===== src/design/nnsag_pkg.sv =====
package nnsag_pkg;

    localparam int AddrW    = 32;
    localparam int CoordW   = 12;
    localparam int StepW    = 13;
    localparam int StrideW  = 13;
    localparam int DimW     = 12;
    localparam int IntW     = 12;
    localparam int FracW    = 10;
    localparam int CfgIdxW  = 4;
    localparam int CfgDataW = 32;

    localparam int ScaleOne      = 1000;
    localparam int MaxDimDefault = 4096;
    localparam int QueueDepth    = 2;

    localparam logic [CfgIdxW-1:0] CFG_SRC_STRIDE   = 4'd0;
    localparam logic [CfgIdxW-1:0] CFG_OUT_WIDTH    = 4'd1;
    localparam logic [CfgIdxW-1:0] CFG_DEST_STRIDE  = 4'd2;
    localparam logic [CfgIdxW-1:0] CFG_OUT_HEIGHT   = 4'd3;
    localparam logic [CfgIdxW-1:0] CFG_W_RATIO_INT  = 4'd4;
    localparam logic [CfgIdxW-1:0] CFG_W_RATIO_FRAC = 4'd5;
    localparam logic [CfgIdxW-1:0] CFG_H_RATIO_INT  = 4'd6;
    localparam logic [CfgIdxW-1:0] CFG_H_RATIO_FRAC = 4'd7;

    typedef struct packed {
        logic [StrideW-1:0] src_stride;
        logic [DimW-1:0]    out_width;
        logic [StrideW-1:0] dest_stride;
        logic [DimW-1:0]    out_height;
        logic [IntW-1:0]    w_ratio_int;
        logic [FracW-1:0]   w_ratio_frac;
        logic [IntW-1:0]    h_ratio_int;
        logic [FracW-1:0]   h_ratio_frac;
    } cfg_t;

    typedef struct packed {
        logic [AddrW-1:0]  src_base;
        logic [AddrW-1:0]  dst_base;
        logic [CoordW-1:0] col;
        logic [CoordW-1:0] row;
        logic              row_end;
        logic              frame_end;
    } item_t;

    typedef struct packed {
        logic full;
        logic empty;
    } queue_status_t;

    typedef enum logic [2:0] {
        BK_IDLE,
        BK_MUL1,
        BK_STEP,
        BK_SUM,
        BK_MUL2,
        BK_ADD,
        BK_OUT
    } back_state_t;

endpackage


===== src/design/nearest_neighbor_scale_addr_gen.sv =====
// Channel   Handshake                Payload
// in        in_valid / in_stall      src_base, dst_base
// out       out_valid / out_stall    src_addr, dst_addr, row_end, frame_end
// cfg       cfg_valid / cfg_ready    cfg_index, cfg_data
//
// In the back end each item leaves the queue, then passes the multiply, step update,
// sum, stride multiply, offset add and output load steps.
// The front end counts columns and rows and queues up to two items ahead.
// Reset clears the counters, queue and output valid, sets the steps to one and loads the config defaults.
// A stalled output holds the back end in its last step; the queue then fills and stalls the input.
module nearest_neighbor_scale_addr_gen
    import nnsag_pkg::*;
#(
    parameter int MAX_DIM = MaxDimDefault
)
(
    input  logic                clk,
    input  logic                rst_n,
    input  logic                in_valid,
    output logic                in_stall,
    input  logic [AddrW-1:0]    src_base,
    input  logic [AddrW-1:0]    dst_base,
    output logic                out_valid,
    input  logic                out_stall,
    output logic [AddrW-1:0]    src_addr,
    output logic [AddrW-1:0]    dst_addr,
    output logic                row_end,
    output logic                frame_end,
    input  logic                cfg_valid,
    output logic                cfg_ready,
    input  logic [CfgIdxW-1:0]  cfg_index,
    input  logic [CfgDataW-1:0] cfg_data
);

    cfg_t          cfg_reg;
    cfg_t          cfg_next;
    logic          push;
    item_t         push_item;
    logic          pop;
    item_t         pop_item;
    queue_status_t queue_status;

    assign cfg_ready = 1'b1;
    assign in_stall  = queue_status.full;

    always_comb
    begin
        cfg_next = cfg_reg;
        if (cfg_valid && cfg_ready)
        begin
            case (cfg_index)
                CFG_SRC_STRIDE:   cfg_next.src_stride   = cfg_data[StrideW-1:0];
                CFG_OUT_WIDTH:    cfg_next.out_width    = cfg_data[DimW-1:0];
                CFG_DEST_STRIDE:  cfg_next.dest_stride  = cfg_data[StrideW-1:0];
                CFG_OUT_HEIGHT:   cfg_next.out_height   = cfg_data[DimW-1:0];
                CFG_W_RATIO_INT:  cfg_next.w_ratio_int  = cfg_data[IntW-1:0];
                CFG_W_RATIO_FRAC: cfg_next.w_ratio_frac = cfg_data[FracW-1:0];
                CFG_H_RATIO_INT:  cfg_next.h_ratio_int  = cfg_data[IntW-1:0];
                CFG_H_RATIO_FRAC: cfg_next.h_ratio_frac = cfg_data[FracW-1:0];
                default:          cfg_next = cfg_reg;
            endcase
        end
    end

    always_ff @(posedge clk or negedge rst_n)
    begin
        if (!rst_n)
        begin
            cfg_reg.src_stride   <= '0;
            cfg_reg.out_width    <= DimW'(1);
            cfg_reg.dest_stride  <= '0;
            cfg_reg.out_height   <= DimW'(1);
            cfg_reg.w_ratio_int  <= IntW'(1);
            cfg_reg.w_ratio_frac <= '0;
            cfg_reg.h_ratio_int  <= IntW'(1);
            cfg_reg.h_ratio_frac <= '0;
        end
        else
        begin
            cfg_reg <= cfg_next;
        end
    end

    nnsag_front #(
        .MAX_DIM (MAX_DIM)
    ) u_front (
        .clk        (clk),
        .rst_n      (rst_n),
        .cfg        (cfg_reg),
        .in_valid   (in_valid),
        .src_base   (src_base),
        .dst_base   (dst_base),
        .queue_full (queue_status.full),
        .push       (push),
        .push_item  (push_item)
    );

    nnsag_queue u_queue (
        .clk       (clk),
        .rst_n     (rst_n),
        .push      (push),
        .push_item (push_item),
        .pop       (pop),
        .pop_item  (pop_item),
        .status    (queue_status)
    );

    nnsag_back u_back (
        .clk          (clk),
        .rst_n        (rst_n),
        .cfg          (cfg_reg),
        .queue_status (queue_status),
        .queue_item   (pop_item),
        .pop          (pop),
        .out_valid    (out_valid),
        .out_stall    (out_stall),
        .src_addr     (src_addr),
        .dst_addr     (dst_addr),
        .row_end      (row_end),
        .frame_end    (frame_end)
    );

endmodule


===== src/design/nnsag_front.sv =====
module nnsag_front
    import nnsag_pkg::*;
#(
    parameter int MAX_DIM = MaxDimDefault
)
(
    input  logic             clk,
    input  logic             rst_n,
    input  cfg_t             cfg,
    input  logic             in_valid,
    input  logic [AddrW-1:0] src_base,
    input  logic [AddrW-1:0] dst_base,
    input  logic             queue_full,
    output logic             push,
    output item_t            push_item
);

    localparam int CntW = ($clog2(MAX_DIM) > CoordW) ? CoordW : $clog2(MAX_DIM);
    localparam int DimBits = ($clog2(MAX_DIM + 1) > DimW) ? $clog2(MAX_DIM + 1) : DimW;
    localparam int CmpW = DimBits + 1;
    localparam logic [CmpW-1:0] MaxDimC = CmpW'(MAX_DIM);

    logic [CntW-1:0] col_reg;
    logic [CntW-1:0] col_next;
    logic [CntW-1:0] row_reg;
    logic [CntW-1:0] row_next;
    logic [CmpW-1:0] width_w;
    logic [CmpW-1:0] height_w;
    logic [CmpW-1:0] eff_width;
    logic [CmpW-1:0] eff_height;
    logic            row_end;
    logic            frame_end;

    assign push = in_valid && !queue_full;

    always_comb
    begin
        width_w    = CmpW'(cfg.out_width);
        height_w   = CmpW'(cfg.out_height);
        eff_width  = (width_w > MaxDimC) ? MaxDimC : width_w;
        eff_height = (height_w > MaxDimC) ? MaxDimC : height_w;
        row_end    = (CmpW'(col_reg) + CmpW'(1)) >= eff_width;
        frame_end  = row_end && ((CmpW'(row_reg) + CmpW'(1)) >= eff_height);
    end

    always_comb
    begin
        col_next = col_reg;
        row_next = row_reg;
        if (push)
        begin
            if (row_end)
            begin
                col_next = '0;
                row_next = frame_end ? '0 : row_reg + CntW'(1);
            end
            else
            begin
                col_next = col_reg + CntW'(1);
            end
        end
    end

    always_comb
    begin
        push_item.src_base  = src_base;
        push_item.dst_base  = dst_base;
        push_item.col       = CoordW'(col_reg);
        push_item.row       = CoordW'(row_reg);
        push_item.row_end   = row_end;
        push_item.frame_end = frame_end;
    end

    always_ff @(posedge clk or negedge rst_n)
    begin
        if (!rst_n)
        begin
            col_reg <= '0;
            row_reg <= '0;
        end
        else
        begin
            col_reg <= col_next;
            row_reg <= row_next;
        end
    end

endmodule


===== src/design/nnsag_queue.sv =====
module nnsag_queue
    import nnsag_pkg::*;
(
    input  logic          clk,
    input  logic          rst_n,
    input  logic          push,
    input  item_t         push_item,
    input  logic          pop,
    output item_t         pop_item,
    output queue_status_t status
);

    localparam int PtrW = (QueueDepth > 1) ? $clog2(QueueDepth) : 1;
    localparam int CntW = $clog2(QueueDepth + 1);

    item_t           entry_reg [QueueDepth];
    logic [PtrW-1:0] wr_ptr_reg;
    logic [PtrW-1:0] wr_ptr_next;
    logic [PtrW-1:0] rd_ptr_reg;
    logic [PtrW-1:0] rd_ptr_next;
    logic [CntW-1:0] count_reg;
    logic [CntW-1:0] count_next;

    assign status.full  = (count_reg == CntW'(QueueDepth));
    assign status.empty = (count_reg == '0);
    assign pop_item     = entry_reg[rd_ptr_reg];

    always_comb
    begin
        wr_ptr_next = wr_ptr_reg;
        rd_ptr_next = rd_ptr_reg;
        count_next  = count_reg;
        if (push)
        begin
            wr_ptr_next = (wr_ptr_reg == PtrW'(QueueDepth - 1)) ? '0 : wr_ptr_reg + PtrW'(1);
        end
        if (pop)
        begin
            rd_ptr_next = (rd_ptr_reg == PtrW'(QueueDepth - 1)) ? '0 : rd_ptr_reg + PtrW'(1);
        end
        if (push && !pop)
        begin
            count_next = count_reg + CntW'(1);
        end
        else if (pop && !push)
        begin
            count_next = count_reg - CntW'(1);
        end
    end

    always_ff @(posedge clk)
    begin
        if (push)
        begin
            entry_reg[wr_ptr_reg] <= push_item;
        end
    end

    always_ff @(posedge clk or negedge rst_n)
    begin
        if (!rst_n)
        begin
            wr_ptr_reg <= '0;
            rd_ptr_reg <= '0;
            count_reg  <= '0;
        end
        else
        begin
            wr_ptr_reg <= wr_ptr_next;
            rd_ptr_reg <= rd_ptr_next;
            count_reg  <= count_next;
        end
    end

endmodule


===== src/design/nnsag_back.sv =====
module nnsag_back
    import nnsag_pkg::*;
(
    input  logic             clk,
    input  logic             rst_n,
    input  cfg_t             cfg,
    input  queue_status_t    queue_status,
    input  item_t            queue_item,
    output logic             pop,
    output logic             out_valid,
    input  logic             out_stall,
    output logic [AddrW-1:0] src_addr,
    output logic [AddrW-1:0] dst_addr,
    output logic             row_end,
    output logic             frame_end
);

    localparam int ProdFW = FracW + CoordW;
    localparam int ProdIW = IntW + CoordW;
    localparam int CmpW   = StepW + FracW;
    localparam int SumW   = ProdIW + 1;
    localparam int MulW   = SumW + StrideW;
    localparam int DoffW  = CoordW + StrideW;
    localparam int OffW   = AddrW - 2;
    localparam logic [CmpW-1:0] ScaleC = CmpW'(ScaleOne);

    back_state_t         state_reg;
    back_state_t         state_next;
    item_t               item_reg;
    logic [StepW-1:0]    col_step_reg;
    logic [StepW-1:0]    col_step_next;
    logic [StepW-1:0]    row_step_reg;
    logic [StepW-1:0]    row_step_next;
    logic [ProdFW-1:0]   prod_h_reg;
    logic [ProdFW-1:0]   prod_w_reg;
    logic [ProdIW-1:0]   row_int_reg;
    logic [ProdIW-1:0]   col_int_reg;
    logic [SumW-1:0]     src_row_reg;
    logic [SumW-1:0]     src_col_reg;
    logic [MulW-1:0]     src_mul_reg;
    logic [DoffW-1:0]    dst_mul_reg;
    logic [OffW-1:0]     src_off_reg;
    logic [OffW-1:0]     dst_off_reg;
    logic                out_valid_reg;
    logic                out_valid_next;
    logic [AddrW-1:0]    src_addr_reg;
    logic [AddrW-1:0]    dst_addr_reg;
    logic                row_end_reg;
    logic                frame_end_reg;
    logic                out_load;

    always_comb
    begin
        state_next = state_reg;
        case (state_reg)
            BK_IDLE:
            begin
                if (!queue_status.empty)
                begin
                    state_next = BK_MUL1;
                end
            end
            BK_MUL1: state_next = BK_STEP;
            BK_STEP: state_next = BK_SUM;
            BK_SUM:  state_next = BK_MUL2;
            BK_MUL2: state_next = BK_ADD;
            BK_ADD:  state_next = BK_OUT;
            BK_OUT:
            begin
                if (!out_valid_reg || !out_stall)
                begin
                    state_next = BK_IDLE;
                end
            end
            default: state_next = BK_IDLE;
        endcase
    end

    always_comb
    begin
        pop      = 1'b0;
        out_load = 1'b0;
        case (state_reg)
            BK_IDLE: pop      = !queue_status.empty;
            BK_OUT:  out_load = !out_valid_reg || !out_stall;
            default:
            begin
                pop      = 1'b0;
                out_load = 1'b0;
            end
        endcase
    end

    // Steps advance before address math; row_end/frame_end reset col/row step to one.
    always_comb
    begin
        col_step_next = col_step_reg;
        row_step_next = row_step_reg;
        if (state_reg == BK_STEP)
        begin
            if ((item_reg.col == '0) &&
                (CmpW'(prod_h_reg) > CmpW'(row_step_reg) * ScaleC))
            begin
                row_step_next = row_step_reg + StepW'(1);
            end
            if (CmpW'(prod_w_reg) > CmpW'(col_step_reg) * ScaleC)
            begin
                col_step_next = col_step_reg + StepW'(1);
            end
        end
        else if (out_load)
        begin
            if (item_reg.row_end)
            begin
                col_step_next = StepW'(1);
            end
            if (item_reg.frame_end)
            begin
                row_step_next = StepW'(1);
            end
        end
    end

    assign out_valid_next = out_load || (out_valid_reg && out_stall);

    always_ff @(posedge clk)
    begin
        if (pop)
        begin
            item_reg <= queue_item;
        end
        if (state_reg == BK_MUL1)
        begin
            prod_h_reg  <= ProdFW'(cfg.h_ratio_frac) * ProdFW'(item_reg.row);
            prod_w_reg  <= ProdFW'(cfg.w_ratio_frac) * ProdFW'(item_reg.col);
            row_int_reg <= ProdIW'(cfg.h_ratio_int) * ProdIW'(item_reg.row);
            col_int_reg <= ProdIW'(cfg.w_ratio_int) * ProdIW'(item_reg.col);
        end
        if (state_reg == BK_SUM)
        begin
            src_row_reg <= SumW'(row_int_reg) + SumW'(row_step_reg - StepW'(1));
            src_col_reg <= SumW'(col_int_reg) + SumW'(col_step_reg - StepW'(1));
        end
        if (state_reg == BK_MUL2)
        begin
            src_mul_reg <= MulW'(src_row_reg) * MulW'(cfg.src_stride);
            dst_mul_reg <= DoffW'(item_reg.row) * DoffW'(cfg.dest_stride);
        end
        if (state_reg == BK_ADD)
        begin
            src_off_reg <= OffW'(src_mul_reg) + OffW'(src_col_reg);
            dst_off_reg <= OffW'(dst_mul_reg) + OffW'(item_reg.col);
        end
        if (out_load)
        begin
            src_addr_reg  <= item_reg.src_base + {src_off_reg, 2'b00};
            dst_addr_reg  <= item_reg.dst_base + {dst_off_reg, 2'b00};
            row_end_reg   <= item_reg.row_end;
            frame_end_reg <= item_reg.frame_end;
        end
    end

    always_ff @(posedge clk or negedge rst_n)
    begin
        if (!rst_n)
        begin
            state_reg     <= BK_IDLE;
            col_step_reg  <= StepW'(1);
            row_step_reg  <= StepW'(1);
            out_valid_reg <= 1'b0;
        end
        else
        begin
            state_reg     <= state_next;
            col_step_reg  <= col_step_next;
            row_step_reg  <= row_step_next;
            out_valid_reg <= out_valid_next;
        end
    end

    assign out_valid = out_valid_reg;
    assign src_addr  = src_addr_reg;
    assign dst_addr  = dst_addr_reg;
    assign row_end   = row_end_reg;
    assign frame_end = frame_end_reg;

endmodule


===== config.mk =====
export PLATFORM = sky130hd
export DESIGN_NAME = nearest_neighbor_scale_addr_gen
export DESIGN_NICKNAME = d
export VERILOG_FILES = /design/src/design/nnsag_pkg.sv /design/src/design/nearest_neighbor_scale_addr_gen.sv /design/src/design/nnsag_front.sv /design/src/design/nnsag_queue.sv /design/src/design/nnsag_back.sv
export SDC_FILE = /design/constraint.sdc
export NUM_CORES = 2
export LEC_CHECK = 0
export BUFFER_PORTS_ARGS = -buffer_cell sky130_fd_sc_hd__buf_2
export CAP_MARGIN = 0
export CORE_AREA = 2 2 326 328
export DETAILED_ROUTE_END_ITERATION = 8
export DIE_AREA = 0 0 328 330
export PLACE_DENSITY = 0.92
export SLEW_MARGIN = 15
export SYNTH_ARGS = -nofsm -noshare
export SYNTH_HDL_FRONTEND = slang
export SYNTH_SLANG_ARGS = --single-unit

===== constraint.sdc =====
create_clock -name clk -period 10.3 [get_ports clk]
set_input_delay 1.03 -clock clk [delete_from_list [all_inputs] [get_ports clk]]
set_output_delay 1.03 -clock clk [all_outputs]
set_load 0.03 [all_outputs]

==> results.yml <==
run_status:
  status: "finished with violations"
  violations: "design-rule violations"
timing:
  relSlewSlack_pct: 14.2
  rsz0062_at_grt: "no"
  hold_viol: 0
  finalCriticalPeriod_ps: 6940
  fin_crit_sh_pct: 67.4
  worst_pin_slew_ps: 1290
  final_max_slew_viol_count: 0
  fmax_ghz: 0.144
  fin_skew_ps: 53.7
  fin_setup_tns_ps: 0
  setup_viol_count_final: 0
worst_setup_path:
  crit_fanout: 8
  arrival_ps: 7500
  cp_common_cell: "fa_1"
  startpoint_type: "register"
  r2r-start: "u_back.row_step_reg[2]$_DFFE_PN0P_"
  worst-setup-path-type: "reg2reg"
  reg2reg_slack_ps: 3360
  cp_num_cells: 24
  crit_required_ps: 10860
  critPathMaxStageDelay_ps: 590
  cp_cell_sequence: "inv_1 -> fa_1 -> fa_1 -> fa_1 -> fa_1 -> inv_1 -> ha_1 -> a21boi_1 -> o31a_1 -> o22ai_1 -> o21ba_2 -> a21oi_1 -> a31oi_1 -> xor2_1 -> ha_1 -> a21o_1 -> a21o_1 -> nor2_1 -> o211ai_1 -> o21ai_2 -> nor3_1 -> mux2i_2 -> a21boi_0 -> mux2i_1"
  cp-endpoint: "u_back.row_step_reg[5]$_DFFE_PN0P_"
  critPathSlowestCell: "fa_1"
  worst-path-buf-inv: 2
  cp-startpoint: "u_back.row_step_reg[2]$_DFFE_PN0P_"
  timing.rr.end: "u_back.row_step_reg[5]$_DFFE_PN0P_"
  crit_path_end_kind: "register"
  rr_worst_depth: 24
  path_delay_family: "adder cells"
routing:
  vias_per_cell: 6.21
  antenna_left: 0
  num_vias: 49600
  first_pass_iters: 9
  dr.first_iter.drc_count: 4913
  drc: 2
  routed_wl_um: 168000
  routedWlPerCell_um: 21.0
clock_tree:
  post_cts_buffers: 0
  cts_buffer_depth: 3
  clockRootBuffer: "clkbuf_16"
  cts.sinks: 741
  cts_resized: 0
  clk_pin_slew_worst_paths_ps: 70
  cts_tree: "built"
  clk_latency_ps: 700
  cts_hold_buffers: 0
  cts-buffers-inserted: 79
  htree_levels: 3
place:
  port_buffers: 153
  place_area_sq_mm: 0.0708
  gp_congestion: 0.905
  dpl.hpwl_um: 117000
global_routing:
  antenna_found_initial: 9
  overflow: 0
  grt_pass1_vias: 53200
  grt_max_degree: 78
  grt_use_total_pct: 31.4
  grt_pass1_wl_um: 270000
final_layout:
  fillCellCount: 6416
  nets: 8098
  utilization_pct: 70.2
  drive_above_1_share_pct: 8.52
  largest_register_ffs: 180
  syn2layout_area_growth_pct: 6.71
  final_area_sq_mm: 0.0735
floorplanning:
  die_area_sq_mm: 0.108
  die_w_um: 328
  core.rowCount: 119
  die_h_um: 330
  io_pins: 174
  core_sq_mm: 0.105
  start_util_pct: 65.8
run:
  maxCapViolCount: 0
yosys:
  synth_top_area_share_pct: 25.7
  ys_seq_elements: 741
  yosysMostFrequentCell: "inv_1"
  yosysUniqueCellTypes: 97
  ys_top_cells_by_area: "edfxtp_1 26%, fa_1 23%, ha_1 12%, inv_1 5.3%, dfrtp_1 5.3%"
  synthTopCellsByCount: "978 x inv_1, 810 x nand2_1, 783 x fa_1"
  yosys_warnings: 0
  synth_edf_count: 589
  synth_area_sq_mm: 0.0689
  avgSynthCellArea_sq_um: 10.6
  synth_cells: 6478
  synth_nets: 8046
  yosysTopAreaCell: "edfxtp_1"
  synth-seq-area-share_pct: 31.2
  synth-async-reset-ratio_pct: 20.5
  ys.flop_type: "edfxtp_1"
worst_hold_path:
  hp-class: "in2async"
==> placed cells by master (no fill, tap or decap), types with 26 or more instances in the layout <==
cell       instances
inv_1            977
nand2_1          810
fa_1             783
ha_1             680
edfxtp_1         589
and2_1           376
xnor2_1          259
a21oi_1          219
nor2_1           183
mux2_2           177
o21ai_0          152
buf_2            152
dfrtp_1          145
a21o_1            98
nand3_1           92
clkbuf_16         81
xor2_1            74
nor3_1            66
and3_1            54
o21a_1            48
nor2b_1           45
nand2b_1          39
buf_4             34
o21bai_1          29
a31oi_1           28
nand4_1           27
a211oi_1          26
==> worst min path at each step <==
stage | from | endpoint | slack, ps | cells after the start
finish | rst_n | u_back.col_step_reg[4]$_DFFE_PN0P_ | 400 | 1
floorplan | u_back.item_reg[26]$_DFFE_PP_ | u_back.dst_addr[0]$_DFFE_PP_ | 400 | 0
global route | u_back.item_reg[27]$_DFFE_PP_ | u_back.dst_addr[1]$_DFFE_PP_ | 430 | 0
detailed placement | u_back.item_reg[59]$_DFFE_PP_ | u_back.src_addr[1]$_DFFE_PP_ | 400 | 0
CTS | rst_n | u_back.col_step_reg[2]$_DFFE_PN0P_ | 430 | 1
global placement | u_back.item_reg[58]$_DFFE_PP_ | u_back.src_addr[0]$_DFFE_PP_ | 400 | 0
==> through the flow <==
step / hold slack, ps / std cells / setup slack [ps]
6_report: 400 / 7993 / 3360
5_1_grt: 427 / 7989 / 2960
4_1_cts: 426 / 7985 / 3420
3_5_place_dp: 405 / 7840 / 3470
3_3_place_gp: 402 / 7840 / 3600
2_1_floorplan: 400 / 6478 / 4260
==> cell families (layout without fill, tap and decap cells) <==
kind of cell	after synthesis	in the layout	synth area share (%)
AO/OA/AOI/OAI	783	783	7.46
XOR/XNOR	333	333	4.24
adder cells (fa/ha/maj)	1463	1463	35.1
flip-flops	741	741	31.2
AND/OR/NAND/NOR	1769	1769	12.3
other	1	9	0.00545
buffers and inverters	1196	1312	6.55
multiplexers	192	192	3.12
==> worst reg2reg max path: stages (launching register included) <==
cell	delay, ps
dfrtp_1	540
inv_1	240
fa_1	520
fa_1	590
fa_1	470
fa_1	530
inv_1	50
ha_1	340
a21boi_1	170
o31a_1	280
o22ai_1	250
o21ba_2	190
a21oi_1	90
a31oi_1	200
xor2_1	170
ha_1	260
a21o_1	170
a21o_1	190
nor2_1	100
o211ai_1	110
o21ai_2	320
nor3_1	120
mux2i_2	520
a21boi_0	230
mux2i_1	170
==> cell type report <==
class | instances | area [sq um] | area share, %
tap | 1391 | 1740 | 2.37
multi-input combinational | 4541 | 42900 | 58.4
clock inverter | 53 | 528 | 0.719
sequential | 741 | 21500 | 29.3
inverter | 980 | 3680 | 5.01
clock buffer | 92 | 2100 | 2.86
timing repair buffer | 187 | 1030 | 1.40
antenna | 8 | 20.0 | 0.0272
==> layer usage <==
layer | up-vias | routed length (um) | global-route usage (%)
met2 | 3086 | 81700 | 53.0
met1 | 24300 | 59500 | 37.9
met4 | 10 | 9990 | 17.3
met5 | - | 70 | 0
met3 | 834 | 16700 | 6.46
li1 | 21400 | - | -
Power is not shown: default switching activity piles up to over one toggle a cycle in this logic, so the estimate is an artifact.
